$ cat config.mk
export PLATFORM = sky130hd
export DESIGN_NAME = sparse_column_run_encoder_top
export DESIGN_NICKNAME = d
export VERILOG_FILES = /design/src/hdl/sce_pkg.sv /design/src/hdl/sce_front.sv /design/src/hdl/sce_queue.sv /design/src/hdl/sce_back.sv /design/src/hdl/sparse_column_run_encoder_top.sv
export VERILOG_INCLUDE_DIRS = /design/src /design/src/hdl
export SDC_FILE = /design/constraint.sdc
export NUM_CORES = 2
export LEC_CHECK = 0
export BUFFER_PORTS_ARGS = -buffer_cell sky130_fd_sc_hd__clkbuf_2
export CORE_MARGIN = 1
export CORE_UTILIZATION = 45
export DETAILED_ROUTE_END_ITERATION = 16
export PLACE_DENSITY = 0.72
export SLEW_MARGIN = 20
export SYNTH_ARGS = -nofsm -noshare
export SYNTH_HDL_FRONTEND = slang
export SYNTH_HIERARCHICAL = 1
export SYNTH_SLANG_ARGS = --single-unit
$ cat constraint.sdc
create_clock -name i_clk -period 9.7 [get_ports i_clk]
set_input_delay 0.485 -clock i_clk [delete_from_list [all_inputs] [get_ports i_clk]]
set_output_delay 0.485 -clock i_clk [all_outputs]
set_load 0.005 [all_outputs]
$ cat src/hdl/sparse_column_run_encoder_top_defines.svh
// ----------------------------------------------------------------------------
// Sparse column run encoder: assertion macros
// Shared property wrappers, clocked on i_clk and disabled while in reset.
// ----------------------------------------------------------------------------
`ifndef SPARSE_COLUMN_RUN_ENCODER_TOP_DEFINES_SVH
`define SPARSE_COLUMN_RUN_ENCODER_TOP_DEFINES_SVH

// same-cycle implication
`define SCE_ASSERT_IMP(lbl, ante, cons) \
    lbl: assert property (@(posedge i_clk) disable iff (!i_rst_n) (ante) |-> (cons)) \
        else $error("sce: implication check failed");

// next-cycle implication
`define SCE_ASSERT_NXT(lbl, ante, cons) \
    lbl: assert property (@(posedge i_clk) disable iff (!i_rst_n) (ante) |=> (cons)) \
        else $error("sce: next-cycle check failed");

`endif

$ cat src/hdl/sce_pkg.sv
// ----------------------------------------------------------------------------
// Sparse column run encoder package
// Field widths, reset constants and the types shared between modules.
// ----------------------------------------------------------------------------
package sce_pkg;

    localparam int ROW_INDEX_W   = 32;
    localparam int ENTRY_VALUE_W = 64;
    localparam int ROW_COUNT_W   = 32;
    localparam int RUN_VALUE_W   = 64;
    localparam int RUN_LENGTH_W  = 32;
    localparam int RUN_START_W   = 32;
    localparam int RUN_NUMBER_W  = 32;

    localparam int IN_TDATA_W  = ROW_INDEX_W + ENTRY_VALUE_W;
    localparam int OUT_TDATA_W = RUN_VALUE_W + RUN_LENGTH_W + RUN_START_W + RUN_NUMBER_W;

    localparam logic [ROW_COUNT_W-1:0] RESET_ROW_COUNT = 32'd1024;

    localparam int QUEUE_DEPTH = 4;
    localparam int QPTR_W      = $clog2(QUEUE_DEPTH);

    // queue status seen by both sides
    typedef struct packed {
        logic full;
        logic empty;
    } t_q_stat;

    // one result beat
    typedef struct packed {
        logic [RUN_NUMBER_W-1:0] number;
        logic [RUN_START_W-1:0]  start;
        logic [RUN_LENGTH_W-1:0] length;
        logic [RUN_VALUE_W-1:0]  value;
        logic                    first;
        logic                    last;
    } t_run;

endpackage

$ cat src/hdl/sce_front.sv
// ----------------------------------------------------------------------------
// Sparse column run encoder: front end
// Classifies each entry into up to three runs and tracks column state.
// ----------------------------------------------------------------------------
module sce_front #(
    parameter int ROW_BITS   = 32,
    parameter int VALUE_BITS = 64
) (
    input  logic                              i_clk,
    input  logic                              i_rst_n,
    input  logic                              i_cfg_we,
    input  logic [sce_pkg::ROW_COUNT_W-1:0]   i_cfg_wdata,
    input  logic                              i_valid,
    output logic                              o_ready,
    input  logic [sce_pkg::ROW_INDEX_W-1:0]   i_row_index,
    input  logic [sce_pkg::ENTRY_VALUE_W-1:0] i_entry_value,
    input  logic                              i_column_end,
    input  logic                              i_empty_column,
    input  sce_pkg::t_q_stat                  i_q_stat,
    output logic                              o_push,
    output logic [4+VALUE_BITS+6*ROW_BITS-1:0] o_job
);
    import sce_pkg::*;

    typedef struct packed {
        logic                  pre_valid;
        logic                  pre_first;
        logic [ROW_BITS-1:0]   pre_len;
        logic [ROW_BITS-1:0]   pre_start;
        logic [VALUE_BITS-1:0] main_value;
        logic [ROW_BITS-1:0]   main_len;
        logic [ROW_BITS-1:0]   main_start;
        logic                  main_first;
        logic                  post_valid;
        logic [ROW_BITS-1:0]   post_len;
        logic [ROW_BITS-1:0]   post_start;
    } t_job;

    logic [ROW_BITS-1:0] r_row_count;
    logic [ROW_BITS-1:0] r_prev_row;
    logic                r_started;

    logic [ROW_BITS-1:0] row;
    logic [ROW_BITS:0]   row_x;
    logic [ROW_BITS:0]   prev_inc;
    logic [ROW_BITS:0]   row_inc;
    logic [ROW_BITS:0]   cnt_x;
    logic                lead;
    logic                gap;
    logic                trail;
    t_job                job;

    assign o_ready = !i_q_stat.full;
    assign o_push  = i_valid && !i_q_stat.full;

    assign row      = i_row_index[ROW_BITS-1:0];
    assign row_x    = {1'b0, row};
    assign prev_inc = {1'b0, r_prev_row} + (ROW_BITS+1)'(1);
    assign row_inc  = row_x + (ROW_BITS+1)'(1);
    assign cnt_x    = {1'b0, r_row_count};

    // leading zeros before the first entry, a hole between entries, or trailing zeros
    assign lead  = !r_started && (row != '0);
    assign gap   = r_started && (row_x > prev_inc);
    assign trail = i_column_end && (row_inc < cnt_x);

    always_comb begin
        job = '0;
        if (i_empty_column) begin
            job.main_len   = r_row_count;
            job.main_first = 1'b1;
        end else begin
            job.pre_valid  = lead || gap;
            job.pre_first  = lead;
            job.pre_len    = lead ? row : (row - prev_inc[ROW_BITS-1:0]);
            job.pre_start  = lead ? '0 : prev_inc[ROW_BITS-1:0];
            job.main_value = i_entry_value[VALUE_BITS-1:0];
            job.main_len   = ROW_BITS'(1);
            job.main_start = row;
            job.main_first = !r_started && (row == '0);
            job.post_valid = trail;
            job.post_len   = r_row_count - row_inc[ROW_BITS-1:0];
            job.post_start = row_inc[ROW_BITS-1:0];
        end
    end

    assign o_job = job;

    always_ff @(posedge i_clk) begin
        if (!i_rst_n) begin
            r_row_count <= ROW_BITS'(RESET_ROW_COUNT);
            r_prev_row  <= '0;
            r_started   <= 1'b0;
        end else begin
            if (i_cfg_we) begin
                r_row_count <= i_cfg_wdata[ROW_BITS-1:0];
            end
            if (o_push) begin
                if (i_empty_column) begin
                    r_prev_row <= '0;
                    r_started  <= 1'b0;
                end else begin
                    r_prev_row <= row;
                    r_started  <= !i_column_end;
                end
            end
        end
    end

endmodule

$ cat src/hdl/sce_queue.sv
// ----------------------------------------------------------------------------
// Sparse column run encoder: job queue
// Small register queue between front and back end.
// ----------------------------------------------------------------------------
module sce_queue #(
    parameter int WIDTH = 8
) (
    input  logic             i_clk,
    input  logic             i_rst_n,
    input  logic             i_push,
    input  logic [WIDTH-1:0] i_data,
    input  logic             i_pop,
    output logic [WIDTH-1:0] o_data,
    output sce_pkg::t_q_stat o_stat
);
    import sce_pkg::*;

    logic [WIDTH-1:0]  r_mem [QUEUE_DEPTH];
    logic [QPTR_W-1:0] r_wr;
    logic [QPTR_W-1:0] r_rd;
    logic [QPTR_W:0]   r_count;

    assign o_data       = r_mem[r_rd];
    assign o_stat.full  = (r_count == (QPTR_W+1)'(QUEUE_DEPTH));
    assign o_stat.empty = (r_count == '0);

    always_ff @(posedge i_clk) begin
        if (i_push) begin
            r_mem[r_wr] <= i_data;
        end
    end

    always_ff @(posedge i_clk) begin
        if (!i_rst_n) begin
            r_wr    <= '0;
            r_rd    <= '0;
            r_count <= '0;
        end else begin
            if (i_push) begin
                r_wr <= r_wr + QPTR_W'(1);
            end
            if (i_pop) begin
                r_rd <= r_rd + QPTR_W'(1);
            end
            if (i_push && !i_pop) begin
                r_count <= r_count + (QPTR_W+1)'(1);
            end else if (i_pop && !i_push) begin
                r_count <= r_count - (QPTR_W+1)'(1);
            end
        end
    end

endmodule

$ cat src/hdl/sce_back.sv
// ----------------------------------------------------------------------------
// Sparse column run encoder: back end
// Walks the head job's runs, one beat per cycle unless stalled, and numbers them.
// ----------------------------------------------------------------------------
module sce_back #(
    parameter int ROW_BITS   = 32,
    parameter int VALUE_BITS = 64
) (
    input  logic                               i_clk,
    input  logic                               i_rst_n,
    input  logic [4+VALUE_BITS+6*ROW_BITS-1:0] i_job,
    input  sce_pkg::t_q_stat                   i_q_stat,
    output logic                               o_pop,
    input  logic                               i_ready,
    output logic                               o_valid,
    output sce_pkg::t_run                      o_run
);
    import sce_pkg::*;

    typedef struct packed {
        logic                  pre_valid;
        logic                  pre_first;
        logic [ROW_BITS-1:0]   pre_len;
        logic [ROW_BITS-1:0]   pre_start;
        logic [VALUE_BITS-1:0] main_value;
        logic [ROW_BITS-1:0]   main_len;
        logic [ROW_BITS-1:0]   main_start;
        logic                  main_first;
        logic                  post_valid;
        logic [ROW_BITS-1:0]   post_len;
        logic [ROW_BITS-1:0]   post_start;
    } t_job;

    typedef enum logic [2:0] {
        PH_PRE  = 3'b001,
        PH_MAIN = 3'b010,
        PH_POST = 3'b100
    } t_phase;

    t_job                    job;
    t_phase                  r_phase;
    t_phase                  n_phase;
    logic                    r_out_valid;
    t_run                    r_run;
    logic [RUN_NUMBER_W-1:0] r_run_counter;

    logic                  emit;
    logic [VALUE_BITS-1:0] sel_value;
    logic [ROW_BITS-1:0]   sel_len;
    logic [ROW_BITS-1:0]   sel_start;
    logic                  sel_first;
    logic                  sel_last;

    assign job  = i_job;
    assign emit = !i_q_stat.empty && (!r_out_valid || i_ready);

    // main run by default; the pre run is skipped in place when absent
    always_comb begin
        sel_value = job.main_value;
        sel_len   = job.main_len;
        sel_start = job.main_start;
        sel_first = job.main_first;
        sel_last  = !job.post_valid;
        n_phase   = job.post_valid ? PH_POST : PH_PRE;
        unique case (r_phase)
            PH_PRE: begin
                if (job.pre_valid) begin
                    sel_value = '0;
                    sel_len   = job.pre_len;
                    sel_start = job.pre_start;
                    sel_first = job.pre_first;
                    sel_last  = 1'b0;
                    n_phase   = PH_MAIN;
                end
            end
            PH_MAIN: begin
            end
            PH_POST: begin
                sel_value = '0;
                sel_len   = job.post_len;
                sel_start = job.post_start;
                sel_first = 1'b0;
                sel_last  = 1'b1;
                n_phase   = PH_PRE;
            end
            default: begin
            end
        endcase
    end

    assign o_pop   = emit && sel_last;
    assign o_valid = r_out_valid;
    assign o_run   = r_run;

    always_ff @(posedge i_clk) begin
        if (emit) begin
            r_run.value  <= RUN_VALUE_W'(sel_value);
            r_run.length <= RUN_LENGTH_W'(sel_len);
            r_run.start  <= RUN_START_W'(sel_start);
            r_run.first  <= sel_first;
            r_run.last   <= sel_last;
            r_run.number <= r_run_counter;
        end
    end

    always_ff @(posedge i_clk) begin
        if (!i_rst_n) begin
            r_phase       <= PH_PRE;
            r_out_valid   <= 1'b0;
            r_run_counter <= '0;
        end else begin
            if (emit) begin
                r_phase       <= n_phase;
                r_out_valid   <= 1'b1;
                r_run_counter <= r_run_counter + RUN_NUMBER_W'(1);
            end else if (i_ready) begin
                r_out_valid <= 1'b0;
            end
        end
    end

endmodule

$ cat src/hdl/sparse_column_run_encoder_top.sv
// Path: an entry's job is registered in the job queue, its runs in the output register.
// Throughput: one input beat per cycle into a 4-deep job queue while it is not full;
//   the result port moves one run per cycle while the receiver is ready.
// Reset: synchronous, active low; clears queue, column state and run counter,
//   and sets row_count to 1024. No clearing pass, ready right after reset.
// ----------------------------------------------------------------------------
// Sparse column run encoder, top level
// Turns the nonzero entries of sparse matrix columns into numbered runs.
// ----------------------------------------------------------------------------
`include "sparse_column_run_encoder_top_defines.svh"

module sparse_column_run_encoder_top #(
    parameter int ROW_BITS   = 32,
    parameter int VALUE_BITS = 64
) (
    input  logic                            i_clk,
    input  logic                            i_rst_n,
    // row_count register
    input  logic                            i_cfg_we,
    input  logic [sce_pkg::ROW_COUNT_W-1:0] i_cfg_wdata,
    // entry beats
    input  logic                            i_s_axis_tvalid,
    output logic                            o_s_axis_tready,
    input  logic [sce_pkg::IN_TDATA_W-1:0]  i_s_axis_tdata,  // row_index, entry_value
    input  logic                            i_s_axis_tlast,  // column_end
    input  logic                            i_s_axis_tuser,  // empty_column
    // run beats
    output logic                            o_m_axis_tvalid,
    input  logic                            i_m_axis_tready,
    output logic [sce_pkg::OUT_TDATA_W-1:0] o_m_axis_tdata,  // value, length, start, number
    output logic                            o_m_axis_tlast,  // last_of_item
    output logic                            o_m_axis_tuser   // column_first
);
    import sce_pkg::*;

    localparam int JOB_W = 4 + VALUE_BITS + 6 * ROW_BITS;

    // Front end: classifies an entry into (optional) leading/gap zero run,
    // the value run and (optional) trailing zero run, all combinationally, and
    // hands that job to the queue. Column state updates on the input beat.
    // Back end: walks the head job's runs one beat per cycle while not stalled into a
    // single output register, so a stalled result never blocks the input side
    // until the queue fills.

    logic             push;
    logic             pop;
    logic [JOB_W-1:0] front_job;
    logic [JOB_W-1:0] head_job;
    t_q_stat          q_stat;
    t_run             run;

    // assertion helpers
    logic                    out_beat;
    logic                    back_free;
    logic                    first_value;
    logic [RUN_NUMBER_W-1:0] num_next;

    sce_front #(
        .ROW_BITS   (ROW_BITS),
        .VALUE_BITS (VALUE_BITS)
    ) u_front (
        .i_clk          (i_clk),
        .i_rst_n        (i_rst_n),
        .i_cfg_we       (i_cfg_we),
        .i_cfg_wdata    (i_cfg_wdata),
        .i_valid        (i_s_axis_tvalid),
        .o_ready        (o_s_axis_tready),
        .i_row_index    (i_s_axis_tdata[ROW_INDEX_W-1:0]),
        .i_entry_value  (i_s_axis_tdata[IN_TDATA_W-1:ROW_INDEX_W]),
        .i_column_end   (i_s_axis_tlast),
        .i_empty_column (i_s_axis_tuser),
        .i_q_stat       (q_stat),
        .o_push         (push),
        .o_job          (front_job)
    );

    sce_queue #(
        .WIDTH (JOB_W)
    ) u_queue (
        .i_clk   (i_clk),
        .i_rst_n (i_rst_n),
        .i_push  (push),
        .i_data  (front_job),
        .i_pop   (pop),
        .o_data  (head_job),
        .o_stat  (q_stat)
    );

    sce_back #(
        .ROW_BITS   (ROW_BITS),
        .VALUE_BITS (VALUE_BITS)
    ) u_back (
        .i_clk    (i_clk),
        .i_rst_n  (i_rst_n),
        .i_job    (head_job),
        .i_q_stat (q_stat),
        .o_pop    (pop),
        .i_ready  (i_m_axis_tready),
        .o_valid  (o_m_axis_tvalid),
        .o_run    (run)
    );

    // low bits first: value, length, start row, run number
    assign o_m_axis_tdata = {run.number, run.start, run.length, run.value};
    assign o_m_axis_tlast = run.last;
    assign o_m_axis_tuser = run.first;

    assign out_beat    = o_m_axis_tvalid && i_m_axis_tready;
    assign back_free   = !q_stat.empty && (!o_m_axis_tvalid || i_m_axis_tready);
    assign first_value = o_m_axis_tvalid && o_m_axis_tuser && (run.value != '0);
    assign num_next    = run.number + RUN_NUMBER_W'(1);

    // a column-first run carrying a nonzero value is always a single row
    `SCE_ASSERT_IMP(a_first_value_len1, first_value, run.length == RUN_LENGTH_W'(1))
    // pending job and a free output slot must give a beat next cycle
    `SCE_ASSERT_NXT(a_back_progress, back_free, o_m_axis_tvalid)
    // run numbers step by one from beat to beat
    `SCE_ASSERT_NXT(a_run_num_step, out_beat, !o_m_axis_tvalid || (run.number == $past(num_next)))

endmodule
==> Flow_metrics.wiki <==
{| class="wikitable"
! Metric !! Value
|-
| RSZ-0062 raised after global routing || false
|-
| Count of maximum capacitance violations || 0
|-
| Proportion of synthesized chip area in sequential cells || 0.690
|-
| Largest net degree at the start of global routing || 129
|-
| Number of H-tree branching levels || 4
|-
| Post-synth top area cell || sky130_fd_sc_hd__edfxtp_1
|-
| Syn avg cell area || 16.1 um2
|-
| Via/cell ratio || between 5 and 6
|-
| Period Utilization, post-route || 0.461
|-
| Post-synthesis to final-layout area growth || 14.0%
|-
| Slew headroom || 0.302
|-
| First-pass GRT wire length || roughly 190,000 um
|-
| Skew-Pair Late Insertion Delay || 750 ps
|-
| Gr busiest metal || met2
|-
| Cell count after synthesis || 3,444
|-
| Wirelength, routed || around 130,000 um
|-
| TritonCTS clock tree || done
|-
| Status || finished, final reports clean
|-
| Data arrival, critical path || a little under 5000 ps
|-
| Util after Layout || 0.519
|-
| Post-route DRC || 0
|-
| Final standard cell area without fillers || ~63,000 um2
|-
| CTS buffer count || 136
|-
| Clock transition at path regs || 60 ps
|-
| Sinks on the clock net || 1,312
|-
| Global placer's final weighted congestion || 0.915
|-
| Worst-path fanout max || 6
|-
| Number of cells on the worst hold path || 3
|-
| Setup-violating endpoint count in the final report || 0
|-
| YS warnings || 6
|-
| Final hold violation count || 0
|-
| Transition at the pin with the smallest max-transition slack || 1050 ps
|-
| Num rows || between 100 and 150
|-
| Clk root buf || sky130_fd_sc_hd__clkbuf_16
|-
| Kind of critical path || register to register
|-
| Power, Total || 16.7 mW
|-
| Clock Tree Buf Depth || 3
|-
| Vias in the first global route || 30,700
|-
| Async set-reset flop share out of synthesis || 0
|-
| Worst Setup End Kind || register
|-
| Die outline area || 125,000 um2
|-
| Routing usage on met3 || 0.0414
|-
| Via count || 30,600
|-
| Layout Skew || 26.4 ps
|-
| Required @ worst endpoint || 10,180 ps
|-
| Worst hold path type || primary input to register
|-
| Hold-fix buffers at CTS || 30
|-
| Starting utilization of the core area || 0.455
|-
| Sort of element at the start of the critical path || register
|-
| Leftover overflow at the end of global routing || 0
|-
| VDD IR-drop max || 0.000270 V
|-
| IO Count || ~300
|-
| Setup bufs post-CTS || 0
|-
| #FFs+latches synth || 1,312
|-
| Peak clock frequency supported by timing || ~0.22 GHz
|-
| Number of flops mapped to enable cells by yosys || 1,202
|-
| Number of cells on the worst reg-to-reg path || 13
|-
| DIE WIDTH || ~350 um
|-
| Instance area at placement || about 59,000 um2
|-
| Pre-CTS setup slack || 5200 ps
|-
| Gr usage total || 0.206
|-
| Leakage power || 21.9 nW
|-
| Final critical delay including setup and external delays || ~4500 ps
|-
| Post-synth top area share || 0.650
|-
| Met1 GRT Util || 0.272
|-
| Predominant post-synthesis flop cell || sky130_fd_sc_hd__edfxtp_1
|-
| Total nets after synthesis || 3,686
|-
| Net total in the final layout || 4,022
|-
| Final total negative setup slack || 0 ps
|-
| Std-Cell Core Area || 122,000 um2
|-
| Vertical die dimension || between 300 and 400 um
|-
| Post-cts resize count || 0
|-
| WL/cell || 23.5 um
|-
| Port-buffer cells || 298
|-
| Synth Cell Area || ~56,000 um2
|-
| Detailed Routing Iterations Pass 1 || 5
|-
| Number of max-slew violations in the final report || 0
|-
| Pwr/cell area || 264 nW/um2
|-
| Netlist cell types || 76
|-
| Cells taking the most area after synthesis || sky130_fd_sc_hd__edfxtp_1 (65%), sky130_fd_sc_hd__mux4_2 (11%), sky130_fd_sc_hd__dfxtp_1 (4.0%)
|-
| 1st-iter DRT viols || 2,575
|-
| Setup WS post-layout || around 5200 ps
|-
| Number of antenna violations at the first check in global routing || 15
|-
| Met2 Resource Use GR || 0.336
|-
| Antenna violation net count after detailed routing || 0
|-
| DP Wirelength || roughly 82,000 um
|-
| Share of cells above drive strength 1 || 0.214
|}
[report_power, final]
group          switching [mW]  internal [mW]  leakage (nW)
Combinational            2.31           1.59          7.49
Sequential              0.288           7.40          12.2
Clock                    2.16           2.94          2.15
[per-stage QoR]
step,cells,hold WS (ps)
final,5513,80.1
after global routing,5510,70.6
after CTS,5510,35.3
after detailed placement,5237,441
after global placement,5237,432
after floorplan,3444,408
[cell usage after synthesis, drive strengths merged, types with 3 or more instances]
library cell  number
a211oi            10
a21boi            34
a21o              37
a21oi             89
a221oi             3
a22oi             64
a31oi             12
and2             110
and3              26
and4               7
buf               72
clkbuf            99
dfxtp            110
edfxtp          1202
fa                 3
ha               104
inv               93
mux2               3
mux2i             33
mux4             260
nand2            327
nand2b             8
nand3             47
nand4             36
nor2             187
nor2b            143
nor3              24
nor4              13
nor4b              4
o2111ai            3
o211ai            10
o21a              15
o21ai             60
o21bai            14
o31a               3
o31ai              4
or2                3
or3               10
xnor2             69
xor2              69
[layout make-up]
| class | instances | area [um2] |
|---|---|---|
| Multi-Input combinational cell | 1867 | 16000 |
| Inverter | 94 | 360 |
| Fill cell | 9883 | 58700 |
| Clock inverter | 79 | 754 |
| Antenna cell | 3 | 7.51 |
| Clock buffer | 164 | 3640 |
| Sequential cell | 1312 | 38300 |
| Tap cell | 1625 | 2030 |
| Timing Repair Buffer | 369 | 2160 |
[flip-flops by register name (all words and copies together) (netlist names), named ones only]
signal and count:
u_back/o_run 162, u_back/o_valid 1, u_back/r_phase 3, u_back/r_run_counter 32
u_front/r_prev_row 32, u_front/r_row_count 32, u_front/r_started 1, u_queue/r_count 3
u_queue/r_mem 1040, u_queue/r_rd 2, u_queue/r_wr 2
[routing by layer]
metal / vias up / part of all wire
li1: 13800 / -
met1: 15500 / 0.41
met2: 1077 / 0.49
met3: 223 / 0.066
met4: 24 / 0.034
met5: - / 0.0011
[worst max-delay path, cell delays in order (launching register included)]
cell and delay (ps):
sky130_fd_sc_hd__dfxtp_1 430, sky130_fd_sc_hd__ha_1 240, sky130_fd_sc_hd__and2_1 250, sky130_fd_sc_hd__nand3_1 310, sky130_fd_sc_hd__nor3_1 450, sky130_fd_sc_hd__xnor2_1 160, sky130_fd_sc_hd__ha_1 420, sky130_fd_sc_hd__and2_1 210
sky130_fd_sc_hd__and3_1 290, sky130_fd_sc_hd__nand4_1 180, sky130_fd_sc_hd__or2_1 260, sky130_fd_sc_hd__o211ai_1 340, sky130_fd_sc_hd__a41oi_1 180, sky130_fd_sc_hd__o32ai_1 480
[final timing paths]
check                                start                endpoint  slack (ps)
setup / recovery     u_front/r_prev_row[0]   u_queue/r_mem[0][259]        5230
hold reg to reg   u_back/r_run_counter[22]       u_back/o_run[152]         450
hold / removal              i_cfg_wdata[8]  u_front/r_row_count[8]          80
setup reg to reg     u_front/r_prev_row[0]   u_queue/r_mem[0][259]        5230
[cells in the final DEF (no fill, tap or decap), types with 13 or more instances in the layout]
cell,instances
sky130_fd_sc_hd__a21boi_0,33
sky130_fd_sc_hd__a21o_1,37
sky130_fd_sc_hd__a21oi_1,87
sky130_fd_sc_hd__a22oi_1,64
sky130_fd_sc_hd__and2_1,105
sky130_fd_sc_hd__and3_1,25
sky130_fd_sc_hd__buf_4,37
sky130_fd_sc_hd__clkbuf_1,19
sky130_fd_sc_hd__clkbuf_16,140
sky130_fd_sc_hd__clkbuf_2,297
sky130_fd_sc_hd__clkinv_1,30
sky130_fd_sc_hd__clkinv_2,20
sky130_fd_sc_hd__dfxtp_1,108
sky130_fd_sc_hd__dlygate4sd3_1,30
sky130_fd_sc_hd__edfxtp_1,1202
sky130_fd_sc_hd__ha_1,104
sky130_fd_sc_hd__inv_1,91
sky130_fd_sc_hd__mux2i_1,33
sky130_fd_sc_hd__mux4_2,260
sky130_fd_sc_hd__nand2_1,327
sky130_fd_sc_hd__nand3_1,47
sky130_fd_sc_hd__nand4_1,33
sky130_fd_sc_hd__nor2_1,182
sky130_fd_sc_hd__nor2b_1,142
sky130_fd_sc_hd__nor3_1,23
sky130_fd_sc_hd__o21a_1,15
sky130_fd_sc_hd__o21ai_0,43
sky130_fd_sc_hd__o21ai_1,13
sky130_fd_sc_hd__o21bai_1,14
sky130_fd_sc_hd__xnor2_1,69
sky130_fd_sc_hd__xor2_1,69
[cells by family after synthesis]
family,count (synthesis),synth area share
simple gates,951,0.0843
xor+xnor,138,0.0218
mux,296,0.112
fa+ha+maj,107,0.0245
compound gates,375,0.0456
flops,1312,0.690
buf+inv,265,0.0221
Power figures use the tool's default switching activity.
